<file path="src/hdl/mru_pkg.sv">
`timescale 1ns / 1ps
// ---------------------------------------------------------------------------
// mru_pkg
// Shared types and constants for the most-recently-used handle list.
// ---------------------------------------------------------------------------
package mru_pkg;

  localparam int DEPTH    = 64;
  localparam int HANDLE_W = 32;
  localparam int CNT_W    = $clog2(DEPTH + 1);

  typedef enum logic [1:0] {
    KIND_TOUCH = 2'd0,
    KIND_DROP  = 2'd1,
    KIND_QUERY = 2'd2,
    KIND_DUMP  = 2'd3
  } kind_t;

  typedef struct packed {
    kind_t                kind;
    logic [HANDLE_W-1:0]  handle;
    logic                 eligible;
  } mru_in_t;

  typedef struct packed {
    logic [HANDLE_W-1:0]  out_handle;
    logic                 found;
    logic                 last_item;
  } mru_out_t;

  // Operation broadcast to every cell of the chain
  typedef enum logic [2:0] {
    CELL_HOLD,
    CELL_CMP,
    CELL_INS,
    CELL_DEL,
    CELL_ROT
  } cell_op_t;

  typedef struct packed {
    cell_op_t             op;
    logic [HANDLE_W-1:0]  key;
  } cell_cmd_t;

  typedef enum logic [2:0] {
    ST_IDLE,
    ST_CMP,
    ST_INS,
    ST_DEL,
    ST_QSCAN,
    ST_DUMP,
    ST_EMIT
  } mru_state_t;

endpackage

</file>
<file path="src/hdl/mru_cell.sv">
`timescale 1ns / 1ps
// ---------------------------------------------------------------------------
// mru_cell
// One list slot: holds a handle, compares it against the broadcast key and
// trades its handle with the neighbor slots on insert, delete and rotate.
// ---------------------------------------------------------------------------
module mru_cell
  import mru_pkg::*;
(
  input  logic                clk,
  input  cell_cmd_t           cmd,
  input  logic                occupied,
  input  logic                prior_hit,
  input  logic                is_tail,
  input  logic [HANDLE_W-1:0] prev_entry,
  input  logic [HANDLE_W-1:0] next_entry,
  input  logic [HANDLE_W-1:0] front_entry,
  output logic [HANDLE_W-1:0] entry,
  output logic                hit
);

  logic [HANDLE_W-1:0] entry_r, entry_nxt;
  logic                hit_r, hit_nxt;

  // Select the next slot content from the broadcast operation
  always_comb begin
    entry_nxt = entry_r;
    hit_nxt   = hit_r;
    case (cmd.op)
      CELL_CMP: begin
        hit_nxt = occupied && (entry_r == cmd.key);
      end
      CELL_INS: begin
        // shift toward the back up to and including the old copy
        if (!prior_hit) begin
          entry_nxt = prev_entry;
        end
      end
      CELL_DEL: begin
        // close the gap from the matching slot onward
        if (prior_hit || hit_r) begin
          entry_nxt = next_entry;
        end
      end
      CELL_ROT: begin
        entry_nxt = is_tail ? front_entry : next_entry;
      end
      default: begin
        entry_nxt = entry_r;
      end
    endcase
  end

  always_ff @(posedge clk) begin
    entry_r <= entry_nxt;
    hit_r   <= hit_nxt;
  end

  assign entry = entry_r;
  assign hit   = hit_r;

endmodule

</file>
<file path="config.mk">
export PLATFORM = sky130hd
export DESIGN_NAME = mru_cell
export DESIGN_NICKNAME = d
export VERILOG_FILES = /design/src/hdl/mru_pkg.sv /design/src/hdl/mru_cell.sv
export SDC_FILE = /design/constraint.sdc
export NUM_CORES = 1
export LEC_CHECK = 0
export BUFFER_PORTS_ARGS = -buffer_cell sky130_fd_sc_hd__buf_2
export CAP_MARGIN = 25
export CORE_UTILIZATION = 39
export CTS_CLUSTER_SIZE = 10
export DETAILED_ROUTE_END_ITERATION = 16
export GPL_TIMING_DRIVEN = 0
export HOLD_SLACK_MARGIN = 0.02
export PLACE_DENSITY = 0.78
export SETUP_SLACK_MARGIN = 0.2
export SLEW_MARGIN = 10
export SYNTH_ARGS = -nofsm -noshare
export SYNTH_HDL_FRONTEND = slang
export SYNTH_SLANG_ARGS = --single-unit
</file>
<file path="constraint.sdc">
create_clock -name clk -period 2 [get_ports clk]
set_input_delay 0.1 -clock clk [delete_from_list [all_inputs] [get_ports clk]]
set_output_delay 0.1 -clock clk [all_outputs]
set_load 0.005 [all_outputs]
</file>
==> results of run 1 <==
cells in the mapped netlist, types with 2 or more instances:
library cell / n / area [µm²]
sky130_fd_sc_hd__edfxtp_1: 33 / 991
sky130_fd_sc_hd__a21o_1: 32 / 240
sky130_fd_sc_hd__a22o_1: 32 / 280
sky130_fd_sc_hd__xor2_1: 31 / 272
sky130_fd_sc_hd__nor4_1: 7 / 43.8
sky130_fd_sc_hd__buf_2: 6 / 30.0
sky130_fd_sc_hd__buf_6: 4 / 45.0
sky130_fd_sc_hd__nand2_1: 2 / 7.51
sky130_fd_sc_hd__nand3_1: 2 / 10.0
sky130_fd_sc_hd__nor2_1: 2 / 7.51
sky130_fd_sc_hd__nor2b_1: 2 / 12.5
sky130_fd_sc_hd__nor3_1: 2 / 10.0
cell families after synthesis:
family	share of synthesized area (%)
DFF	49.3
AOI/OAI and AO/OA	26.6
and+or+nand+nor	5.92
muxes	0.498
xor gates and xnor gates	13.9
buffers and inverters	3.74
worst max-delay path: cells and delay by family (launching register included):
kind	cells	cell delay, ps
simple gates	3	850
flops	1	420
xor+xnor	1	170
state kept, by name, indices dropped and copies added (netlist names):
name and flops:
entry 32, hit 1
stage by stage:
stage               hold slack, ps  total power [mW]  worst slack [ps]  instance area, µm²  setup TNS (ps)
floorplan                      285              1.07               318                2010               0
global placement               371              1.28             -13.4                2930            -407
detailed placement             373              1.29               211                2930               0
CTS                           79.1              1.75               386                3010               0
global route                  81.6              1.82               299                3010               0
finish                        89.4              1.73               405                3010               0
power by group through the flow:
stage	combinational [mW]	clock (mW)	sequential [mW]
after CTS	0.421	0.470	0.858
after global routing	0.460	0.499	0.862
after floorplan	0.191	0	0.875
after detailed placement	0.416	0	0.873
after global placement	0.404	0	0.872
final	0.417	0.455	0.857
worst paths after layout:
path,endpoint,slack [ps],depth (start not counted)
worst min register to register,hit,730,3
worst min-delay path,entry[25],90,2
worst max-delay path,hit,410,4
worst max register to register,hit,410,4
layer usage:
| layer | GRT usage (%) | share of wire, % |
|---|---|---|
| met3 | 5.08 | 6.9 |
| met2 | 40.4 | 52 |
| met1 | 22.4 | 39 |
| met4 | 9.62 | 2.2 |
| met5 | 0 | 0 |
final cells by class:
class / count / area [µm²]
clock buffer: 6 / 72.6
fill: 399 / 1830
multi-input combinational: 120 / 952
buffer: 10 / 75.1
sequential: 33 / 991
tap: 67 / 83.8
timing repair buffer: 167 / 836
clock inverter: 1 / 3.75
timing repair:
item	in CTS	in global routing
endpoints found under the setup margin	1	0
setup buffers	0	0
gates resized for setup	1	0
endpoints found under the hold margin	0	0
==> results.md, run 1 <==
| Quantity | Reported | Unit |
| --- | --- | --- |
| Global placer's final weighted congestion | 0.834 | - |
| Width of the die | 73.8 | µm |
| Worst Path Max Fanout | 2 | - |
| Fraction of synthesis flops using an asynchronous set or reset pin | 0 | % |
| RSZ-0062 raised after global routing | false | - |
| Most common flop cell mapped by yosys | sky130_fd_sc_hd__edfxtp_1 | - |
| CTS tree | yes | - |
| Power per cell area | 574 | nW/µm² |
| Outcome | finished, final reports clean | - |
| Number of distinct standard cells referenced by the synthesized netlist | 20 | - |
| Mapped Avg Cell Area | 12.3 | µm² |
| Clock root buffer master | sky130_fd_sc_hd__clkbuf_8 | - |
| Transition time of the tightest slew-check pin | 760 | ps |
| Most common cell after layout, fill and taps aside | sky130_fd_sc_hd__buf_2 | - |
| Fraction of power spent switching nets | 24.9 | % |
| Req. time, crit path | 2120 | ps |
| Pin count of the biggest net entering global routing | 33 | - |
| Residual antenna-violating net count after detailed routing | 0 | - |
| Post-synthesis sequential area ratio | 49.3 | % |
| Number of violations of the max-capacitance limit | 0 | - |
| Finished Layout Cells | 404 | - |
| Sw Pwr | 0.430 | mW |
| Fraction of the cycle the final worst path needs | 79.7 | % |
| Io pins | 168 | - |
| Slowest Stage Delay on Critical Path | 430 | ps |
| Part of the power in combinational logic | 24.1 | % |
| Crit end category | register | - |
| Die area | 5440 | µm² |
| Worst IR drop on VDD | 0.335 | mV |
| Hold WC Path Type | in2reg | - |
| Estimated wirelength of the detail-placed design | 4750 | µm |
| Signed area change from the synthesized netlist to the final layout | 50.0 | % |
| Proportion of power drawn by the clock network | 26.3 | % |
| Reg2Reg Launch Point | entry[24] | - |
| Count of flip-flops with a built-in enable after synthesis | 33 | - |
| Detailed Route WL | 5890 | µm |
| Maximum clock rate | 627 | MHz |
| Leakage component of the power | 1.63 | nW |
| Detail-routed net length per standard cell | 14.6 | µm |
| Net Count, Synth | 298 | - |
| Total number of vias | 2,001 | - |
| Antenna diodes | 0 | - |
| Post-synthesis instance area | 2010 | µm² |
| Via count of the first global-routing pass | 1,925 | - |
| Reg power frac | 49.6 | % |
| Overall routing resource usage | 21.5 | % |
| Worst-path clk slew | 70 | ps |
| Worst clock skew on the final layout | 4.94 | ps |
| First-pass GRT wire length | 8450 | µm |
| First drt pass iteration count | 4 | - |
| Startpoint of the worst hold path | next_entry[25] | - |
| Number of sinks on the clock net | 33 | - |
| I/O Buffers | 167 | - |
| Util after Layout | 62.2 | % |
| # setup viols final | 0 | - |
| CTS Hold Bufs | 0 | - |
| WP data arrival | 1720 | ps |
| Nets | 472 | - |
| Antenna violations before repair | 0 | - |
| Gr ovfl total | 0 | - |
| Standard-cell row count | 25 | - |
| Cell internal power dissipation | 1.30 | mW |
| Clock network latency to the later pin of the worst-skew pair | 280 | ps |
| Number of buffers created by CTS | 5 | - |
| Yosys synthesis warning count | 0 | - |
| Flip-flop and latch count after synthesis | 33 | - |
| H-tree lvl count | 2 | - |
| Slew margin rel. | 49.1 | % |
| CP max-delay cell | sky130_fd_sc_hd__nor4_2 | - |
| DRC violation count after routing | 0 | - |
| Maximum buffer depth of the clock tree | 2 | - |
| Vias per Instance | 4.95 | - |
| Crit Path Category | reg2reg | - |
| Number of placed cells counting well taps | 397 | - |
| Category of the worst setup path launch point | register | - |
| Most frequent cells in the layout | 173 x sky130_fd_sc_hd__buf_2, 33 x sky130_fd_sc_hd__edfxtp_1, 32 x sky130_fd_sc_hd__a22o_1, 32 x sky130_fd_sc_hd__a21o_1, 31 x sky130_fd_sc_hd__xor2_1 | - |
| Cell-by-cell listing of the critical path | xor2_1 -> nor4_2 -> nand4_1 -> nor3_1 | - |
| Synthesized instance count | 163 | - |
| Final Max Tran Viols | 0 | - |
| Layout cell share with drive strength beyond 1 | 54.6 | % |
| Beginning of the critical path | entry[24] | - |
| Initial Util | 41.4 | % |
| Final critical-path required period | 1590 | ps |
| Endpoints failing hold | 0 | - |
| CORE AREA | 4850 | µm² |
| Height of the chip | 73.8 | µm |
| Initial DRC Count | 80 | - |
Note: power is estimated with default switching activity, not from simulation.
==> run 2: changes to the inputs <==
--- a/config.mk
+++ b/config.mk
@@ -7,12 +7,12 @@
 export LEC_CHECK = 0
 export BUFFER_PORTS_ARGS = -buffer_cell sky130_fd_sc_hd__buf_2
 export CAP_MARGIN = 25
-export CORE_UTILIZATION = 39
+export CORE_UTILIZATION = 35
 export CTS_CLUSTER_SIZE = 10
 export DETAILED_ROUTE_END_ITERATION = 16
 export GPL_TIMING_DRIVEN = 0
 export HOLD_SLACK_MARGIN = 0.02
-export PLACE_DENSITY = 0.78
+export PLACE_DENSITY = 0.74
 export SETUP_SLACK_MARGIN = 0.2
 export SLEW_MARGIN = 10
 export SYNTH_ARGS = -nofsm -noshare
==> constraint.sdc (replaced) <==
create_clock -name clk -period 1.3 [get_ports clk]
set_input_delay 0.065 -clock clk [delete_from_list [all_inputs] [get_ports clk]]
set_output_delay 0.065 -clock clk [all_outputs]
set_load 0.005 [all_outputs]
==> run 2 against run 1 <==
Net effect: the run now ends with setup timing left; flip-flop and latch count unchanged; sequential share of layout area fell by 3.4 points; hold slack worse by 34 ps; via count is 4.2% higher; combinational power grew 83%; first-iteration DRC count grew 31%; setup slack worse by 520 ps; critical path depth unchanged; sequential power is 54% higher.
==> results.md, run 2 (synthesis gave the netlist of run 1 again) <==
| Quantity | Reported | Unit | Delta |
| --- | --- | --- | --- |
| Leakage component of the power | 1.77 | nW | was 1.63 nW |
| Category of the worst setup path launch point | register | - | unchanged |
| WP data arrival | 1540 | ps | was 1720 ps |
| # setup viols final | 1 | - | was 0 |
| Io pins | 168 | - | unchanged |
| RSZ-0062 raised after global routing | true | - | was false |
| Global placer's final weighted congestion | 0.812 | - | was 0.834 |
| Pin count of the biggest net entering global routing | 17 | - | was 33 |
| Final Max Tran Viols | 0 | - | unchanged |
| Setup TNS | -111 | ps | was 0 ps |
| Initial Util | 36.5 | % | was 41.4% |
| CTS tree | yes | - | unchanged |
| Detailed Route WL | 6600 | µm | was 5890 µm |
| Detail-routed net length per standard cell | 15.6 | µm | was 14.6 µm |
| Endpoints failing hold | 0 | - | unchanged |
| Power per cell area | 829 | nW/µm² | was 574 nW/µm² |
| Gr ovfl total | 0 | - | unchanged |
| I/O Buffers | 167 | - | unchanged |
| Via count of the first global-routing pass | 1,964 | - | was 1,925 |
| First drt pass iteration count | 4 | - | unchanged |
| Estimated wirelength of the detail-placed design | 4780 | µm | was 4750 µm |
| H-tree lvl count | 2 | - | unchanged |
| Crit Path Category | reg2reg | - | unchanged |
| Nets | 484 | - | was 472 |
| Maximum buffer depth of the clock tree | 2 | - | unchanged |
| Pre-CTS WS | -226 | ps | was 211 ps |
| Transition time of the tightest slew-check pin | 305 | ps | was 760 ps |
| Layout cell share with drive strength beyond 1 | 59.7 | % | was 54.6% |
| Die area | 6050 | µm² | was 5440 µm² |
| CORE AREA | 5510 | µm² | was 4850 µm² |
| Number of sinks on the clock net | 33 | - | unchanged |
| Standard-cell row count | 27 | - | was 25 |
| Number of violations of the max-capacitance limit | 0 | - | unchanged |
| Worst clock skew on the final layout | 4.65 | ps | was 4.94 ps |
| Fraction of the cycle the final worst path needs | 109 | % | was 79.7% |
| Flip-flop count of the largest register after layout | 32 | - | unchanged |
| Clock network latency to the later pin of the worst-skew pair | 280 | ps | about the same |
| Antenna diodes | 0 | - | unchanged |
| Final critical-path required period | 1410 | ps | was 1590 ps |
| Clock root buffer master | sky130_fd_sc_hd__clkbuf_8 | - | unchanged |
| Height of the chip | 77.8 | µm | was 73.8 µm |
| Overall routing resource usage | 21.3 | % | was 21.5% |
| Outcome | complete, but fails checks | - | was finished, final reports clean |
| Worst IR drop on VDD | 0.456 | mV | was 0.335 mV |
| Most common cell after layout, fill and taps aside | sky130_fd_sc_hd__buf_2 | - | unchanged |
| First-pass GRT wire length | 9590 | µm | was 8450 µm |
| Maximum clock rate | 709 | MHz | was 627 MHz |
| Vias per Instance | 4.94 | - | was 4.95 |
| Most frequent cells in the layout | 168 x sky130_fd_sc_hd__buf_2, 33 x sky130_fd_sc_hd__edfxtp_1, 32 x sky130_fd_sc_hd__a21o_1 | - | was 173 x sky130_fd_sc_hd__buf_2, 33 x sky130_fd_sc_hd__edfxtp_1, 32 x sky130_fd_sc_hd__a22o_1, 32 x sky130_fd_sc_hd__a21o_1, 31 x sky130_fd_sc_hd__xor2_1 |
| Initial DRC Count | 105 | - | was 80 |
| Residual antenna-violating net count after detailed routing | 0 | - | unchanged |
| Number of buffers created by CTS | 5 | - | unchanged |
| Req. time, crit path | 1420 | ps | was 2120 ps |
| Signed area change from the synthesized netlist to the final layout | 67.4 | % | was 50.0% |
| Worst Path Max Fanout | 2 | - | unchanged |
| Width of the die | 77.8 | µm | was 73.8 µm |
| Worst-path clk slew | 70 | ps | about the same |
| Hold WC Path Type | in2reg | - | unchanged |
| Total number of vias | 2,085 | - | was 2,001 |
| Final Worst Setup Slack | -111 | ps | was 405 ps |
| DRC violation count after routing | 0 | - | unchanged |
| Violated checks | setup timing | - |  |
| Slew margin rel. | 79.5 | % | was 49.1% |
| Util after Layout | 61.1 | % | was 62.2% |
| Crit end category | register | - | unchanged |
| Antenna violations before repair | 0 | - | unchanged |
[run 2: area by class of cell]
type                            count  area, µm²
Clock buffer                        5       68.8
Timing Repair Buffer              176        978
Fill cell                         480       2140
Sequential cell                    33        991
Tap cell                           72       90.1
Clock inverter                      3       12.5
Buffer                             10        103
Multi-Input combinational cell    123       1120
[run 2: where the power goes]
part	switching, mW	leakage (nW)	internal, mW
Combinational	0.338	1.42	0.425
Clock	0.351	0.0430	0.360
Sequential	0.0429	0.312	1.27
[run 2: worst paths after layout]
check           startpoint        to  slack [ps]  depth (start not counted)
max              entry[12]       hit        -110                          4
min          next_entry[2]  entry[2]          60                          2
max reg2reg      entry[12]       hit        -110                          4
min reg2reg       entry[4]       hit         750                          3
[run 2: per-layer routing]
metal | GRT usage (%) | wire length [µm]
met1 | 25.2 | 2580
met4 | 6.98 | 84
met5 | 0 | 0
met3 | 4.82 | 514
met2 | 37.7 | 3420
[run 2: timing repair]
| action | CTS | global route |
|---|---|---|
| buffers inserted | 3 | 3 |
| gates cloned | 3 | 3 |
| hold buffers | 0 | 0 |
| resized for setup | 27 | 10 |
| setup endpoints to repair | 63 | 64 |
| pin swaps | 8 | 10 |
[run 2: stage by stage]
step,power [mW],hold slack [ps],instance area (µm²),instances
final,2.79,55.3,3360,422
after floorplan,1.64,250,2020,163
after global placement,1.97,336,2940,402
after detailed placement,1.99,336,2940,402
after CTS,2.79,44.2,3240,416
after global routing,2.94,44.8,3360,422
[run 2: worst max-delay path: stages, from the launching register on]
cell                       delay, ps
sky130_fd_sc_hd__edfxtp_1        390
sky130_fd_sc_hd__xor2_1          180
sky130_fd_sc_hd__nor4_2          340
sky130_fd_sc_hd__nand3_1         170
sky130_fd_sc_hd__nor3_1          180
==> run 3: changes to the inputs <==
--- a/config.mk
+++ b/config.mk
@@ -5,14 +5,15 @@
 export SDC_FILE = /design/constraint.sdc
 export NUM_CORES = 1
 export LEC_CHECK = 0
+export ABC_AREA = 1
 export BUFFER_PORTS_ARGS = -buffer_cell sky130_fd_sc_hd__buf_2
 export CAP_MARGIN = 25
-export CORE_UTILIZATION = 35
+export CORE_UTILIZATION = 40
 export CTS_CLUSTER_SIZE = 10
 export DETAILED_ROUTE_END_ITERATION = 16
 export GPL_TIMING_DRIVEN = 0
 export HOLD_SLACK_MARGIN = 0.02
-export PLACE_DENSITY = 0.74
+export PLACE_DENSITY = 0.75
 export SETUP_SLACK_MARGIN = 0.2
 export SLEW_MARGIN = 10
 export SYNTH_ARGS = -nofsm -noshare
==> run 3 against run 2 <==
Net effect: the run now ends clean; power is 14% higher; clock-buffer cell count is 1 higher; clock skew is 7.6 ps higher; utilization is 1.4 points lower; non-clock buffer count is 2 higher; global-route usage is 4.3 points higher; flip-flop and latch count stayed put; hold slack better by 29 ps.
==> results.md, run 3 <==
| Quantity | Reported | Unit | Delta |
| --- | --- | --- | --- |
| Post-synthesis compound-gate area fraction | 8.67 | % | was 26.6% |
| Maximum clock rate | 794 | MHz | was 709 MHz |
| Layout cell share with drive strength beyond 1 | 46.4 | % | was 59.7% |
| Logic depth of the worst register-to-register path | 7 | - | was 4 |
| Via count of the first global-routing pass | 3,054 | - | was 1,964 |
| Placement-stage cell area | 3720 | µm² | was 2940 µm² |
| Gr ovfl total | 0 | - | unchanged |
| Most frequent cells in the layout | 176 x sky130_fd_sc_hd__buf_2, 89 x sky130_fd_sc_hd__nand2_1, 63 x sky130_fd_sc_hd__nand3_1 | - | was 168 x sky130_fd_sc_hd__buf_2, 33 x sky130_fd_sc_hd__edfxtp_1, 32 x sky130_fd_sc_hd__a21o_1 |
| Residual antenna-violating net count after detailed routing | 0 | - | unchanged |
| First-pass GRT wire length | 14,300 | µm | was 9590 µm |
| Outcome | finished, final reports clean | - | was complete, but fails checks |
| R2r setup slk | 40 | ps | was -110 ps |
| Main combinational cell family by area after synthesis | simple AND/OR/NAND/NOR gates | - | was compound AO/OA/AOI/OAI gates |
| Antenna violations before repair | 0 | - | unchanged |
| Power per cell area | 815 | nW/µm² | was 829 nW/µm² |
| Antenna diodes | 0 | - | unchanged |
| CP max-delay cell | sky130_fd_sc_hd__edfxtp_1 | - | unchanged |
| Maximum buffer depth of the clock tree | 2 | - | unchanged |
| Count of flip-flops with a built-in enable after synthesis | 33 | - | unchanged |
| WP data arrival | 1410 | ps | was 1540 ps |
| Io pins | 168 | - | unchanged |
| Number of distinct standard cells referenced by the synthesized netlist | 24 | - | was 20 |
| Width of the die | 85.2 | µm | was 77.8 µm |
| Hold Worst Slack | 84.0 | ps | was 55.3 ps |
| Worst Path Max Fanout | 3 | - | was 2 |
| Xor-xnor portion of the synthesized cell area | 2.85 | % | was 13.9% |
| Crit Path Category | reg2reg | - | unchanged |
| Slew margin rel. | 74.2 | % | was 79.5% |
| First drt pass iteration count | 4 | - | unchanged |
| Vias per Instance | 5.02 | - | was 4.94 |
| Req. time, crit path | 1450 | ps | was 1420 ps |
| Overall routing resource usage | 25.6 | % | was 21.3% |
| DRC violation count after routing | 0 | - | unchanged |
| Mapped Avg Cell Area | 7.76 | µm² | was 12.3 µm² |
| Initial Util | 42.4 | % | was 36.5% |
| Die area | 7260 | µm² | was 6050 µm² |
| Clock network latency to the later pin of the worst-skew pair | 290 | ps | was 280 ps |
| Fill count | 622 | - | was 480 |
| Detailed Route WL | 8950 | µm | was 6600 µm |
| H-tree lvl count | 2 | - | unchanged |
| Global placer's final weighted congestion | 0.946 | - | was 0.812 |
| Hold Path Depth | 3 | - | was 2 |
| Cell accounting for the most synthesized area | sky130_fd_sc_hd__edfxtp_1 | - | unchanged |
| Signed area change from the synthesized netlist to the final layout | 40.8 | % | was 67.4% |
| Top post-synthesis cells by area | sky130_fd_sc_hd__edfxtp_1 36%, sky130_fd_sc_hd__nand2_1 12%, sky130_fd_sc_hd__nand3_1 12% | - | was sky130_fd_sc_hd__edfxtp_1 49%, sky130_fd_sc_hd__a22o_1 14%, sky130_fd_sc_hd__xor2_1 14% |
| Estimated wirelength of the detail-placed design | 7070 | µm | was 4780 µm |
| Fraction of synthesized area in multiplexers | 0 | % | was 0.498% |
| List of most frequent post-synthesis cells | 89 x sky130_fd_sc_hd__nand2_1, 64 x sky130_fd_sc_hd__nand3_1, 52 x sky130_fd_sc_hd__inv_1, 33 x sky130_fd_sc_hd__edfxtp_1, 30 x sky130_fd_sc_hd__nand3_2 | - | was 33 x sky130_fd_sc_hd__edfxtp_1, 32 x sky130_fd_sc_hd__a21o_1, 32 x sky130_fd_sc_hd__a22o_1, 31 x sky130_fd_sc_hd__xor2_1, 7 x sky130_fd_sc_hd__nor4_1 |
| Slowest Stage Delay on Critical Path | 430 | ps | was 390 ps |
| Clock root buffer master | sky130_fd_sc_hd__clkbuf_8 | - | unchanged |
| # setup viols final | 0 | - | was 1 |
| Crit end category | register | - | unchanged |
| Cell mode on critical path | sky130_fd_sc_hd__nand2_1 | - |  |
| Final standard cell area without fillers | 3900 | µm² | was 3360 µm² |
| Leakage component of the power | 2.06 | nW | was 1.77 nW |
| Category of the worst setup path launch point | register | - | unchanged |
| Total number of vias | 3,074 | - | was 2,085 |
| Adder-cell area share of the yosys netlist | 0 | % | unchanged |
| I/O Buffers | 166 | - | was 167 |
| Number of sinks on the clock net | 33 | - | unchanged |
| WHS Endpoint | entry[11] | - | was entry[2] |
| Flip-flop and latch count after synthesis | 33 | - | unchanged |
| CORE AREA | 6530 | µm² | was 5510 µm² |
| Post-synthesis instance area | 2770 | µm² | was 2010 µm² |
| Endpoints failing hold | 0 | - | unchanged |
| Post-synthesis sequential area ratio | 35.8 | % | was 49.3% |
| Startpoint of the worst hold path | next_entry[11] | - | was next_entry[2] |
| Initial DRC Count | 85 | - | was 105 |
| Standard-cell row count | 29 | - | was 27 |
| Most common flop cell mapped by yosys | sky130_fd_sc_hd__edfxtp_1 | - | unchanged |
| RSZ-0062 raised after global routing | true | - | unchanged |
| Most common cell after layout, fill and taps aside | sky130_fd_sc_hd__buf_2 | - | unchanged |
| Flip-flop count of the largest register after layout | 32 | - | unchanged |
| Setup TNS | 0 | ps | was -111 ps |
| CTS tree | yes | - | unchanged |
| Nets | 669 | - | was 484 |
| Worst-path clk slew | 70 | ps | about the same |
| Net Count, Synth | 492 | - | was 298 |
| Cell-by-cell listing of the critical path | nand2_1 -> nand2_1 -> nor2_1 -> nand2_1 -> nor2_1 -> nand3_2 -> nor2_2 | - | was xor2_1 -> nor4_2 -> nand3_1 -> nor3_1 |
| Worst IR drop on VDD | 0.485 | mV | was 0.456 mV |
| Destination of the worst register-to-register timing path | hit | - | unchanged |
| Worst clock skew on the final layout | 12.2 | ps | was 4.65 ps |
| Library cell with the highest instance count after synthesis | sky130_fd_sc_hd__nand2_1 | - | was sky130_fd_sc_hd__edfxtp_1 |
| Number of violations of the max-capacitance limit | 0 | - | unchanged |
| Transition time of the tightest slew-check pin | 387 | ps | was 305 ps |
| Hold WC Path Type | in2reg | - | unchanged |
| Yosys synthesis warning count | 0 | - | unchanged |
| Synthesized instance count | 357 | - | was 163 |
| Fraction of synthesis flops using an asynchronous set or reset pin | 0 | % | unchanged |
| Reg2Reg Launch Point | entry[10] | - | was entry[12] |
| Height of the chip | 85.2 | µm | was 77.8 µm |
| Final Max Tran Viols | 0 | - | unchanged |
| Fraction of the mapped netlist area in simple logic gates | 39.6 | % | was 5.92% |
| Pin count of the biggest net entering global routing | 17 | - | unchanged |
| Fraction of synthesized cell area taken by the top area cell type | 35.8 | % | was 49.3% |
| Final critical-path required period | 1260 | ps | was 1410 ps |
| Number of buffers created by CTS | 5 | - | unchanged |
| Fraction of the cycle the final worst path needs | 96.9 | % | was 109% |
| Detail-routed net length per standard cell | 14.6 | µm | was 15.6 µm |
[run 3: cell count changes after synthesis, moves of 7 or more]
cell and change:
sky130_fd_sc_hd__o211ai_2 +10, sky130_fd_sc_hd__nand2_1 +87, sky130_fd_sc_hd__nand3_1 +62, sky130_fd_sc_hd__o21ai_0 +17, sky130_fd_sc_hd__nand3_2 +30, sky130_fd_sc_hd__a22o_1 -32, sky130_fd_sc_hd__a21o_1 -32, sky130_fd_sc_hd__nor2_1 +18
sky130_fd_sc_hd__xor2_1 -28, sky130_fd_sc_hd__nor4_1 -7, sky130_fd_sc_hd__inv_1 +52
[run 3: kinds of logic (layout without fill, tap and decap cells)]
logic type | Yosys count | after routing
AOI/OAI and AO/OA | 31 | 31
xor gates and xnor gates | 9 | 9
buffers and inverters | 74 | 252
DFF | 33 | 33
and+or+nand+nor | 210 | 210
[run 3: metal layers]
layer	track usage (%)	wire length [µm]	vias to the layer above
met4	7.70	239	0
met3	3.99	592	19
met1	31.5	3740	1387
met5	0	0	-
li1	-	-	1534
met2	46.1	4380	134
[run 3: metrics by stage]
step                      util (%)  worst slack [ps]  cells  total power [mW]
final                         59.7              40.4    612              3.18
after global routing          59.7             -78.4    612              3.34
after CTS                     59.4              14.4    612              3.18
after detailed placement      56.9             -38.7    600              2.21
after global placement        56.9             -4.04    600              2.19
after floorplan                  -               166    357              1.81
[run 3: worst max-delay path: cells and delay by family (launching register included)]
| family | cells | cell delay, ps |
|---|---|---|
| DFF | 1 | 430 |
| and+or+nand+nor | 7 | 690 |
[run 3: power by group]
group          internal [mW]  leakage (nW)  switching [mW]
combinational          0.422          1.70           0.468
sequential              1.28         0.315          0.0579
clock                  0.566        0.0528           0.392
[run 3: timing repair]
| action | CTS | global route |
|---|---|---|
| pin swaps | 7 | 4 |
| hold buffers | 0 | 0 |
| endpoints found under the setup margin | 33 | 33 |
| buffers inserted | 2 | 0 |
| resized for setup | 8 | 6 |
| gates cloned | 2 | 0 |
[run 3: area by class of cell]
type,count,area [µm²],share of cell area (%)
buffer,20,161,4.14
clock buffer,6,72.6,1.86
clock inverter,2,33.8,0.866
inverter,54,216,5.55
multi-input combinational,250,1440,37.0
sequential,33,991,25.4
tap,77,96.3,2.47
timing repair buffer,168,853,21.9
timing repair inverter,2,32.5,0.834
[run 3: how the worst max path moves through the flow]
stage,startpoint,to,slack (ps),cells past startpoint
after global routing,entry[18],hit,-80,7
final,entry[10],hit,40,7
after floorplan,hit,entry[0],170,2
after detailed placement,cmd[32],entry[9],-40,6
after global placement,cmd[32],entry[8],-4,6
after CTS,entry[18],hit,10,7
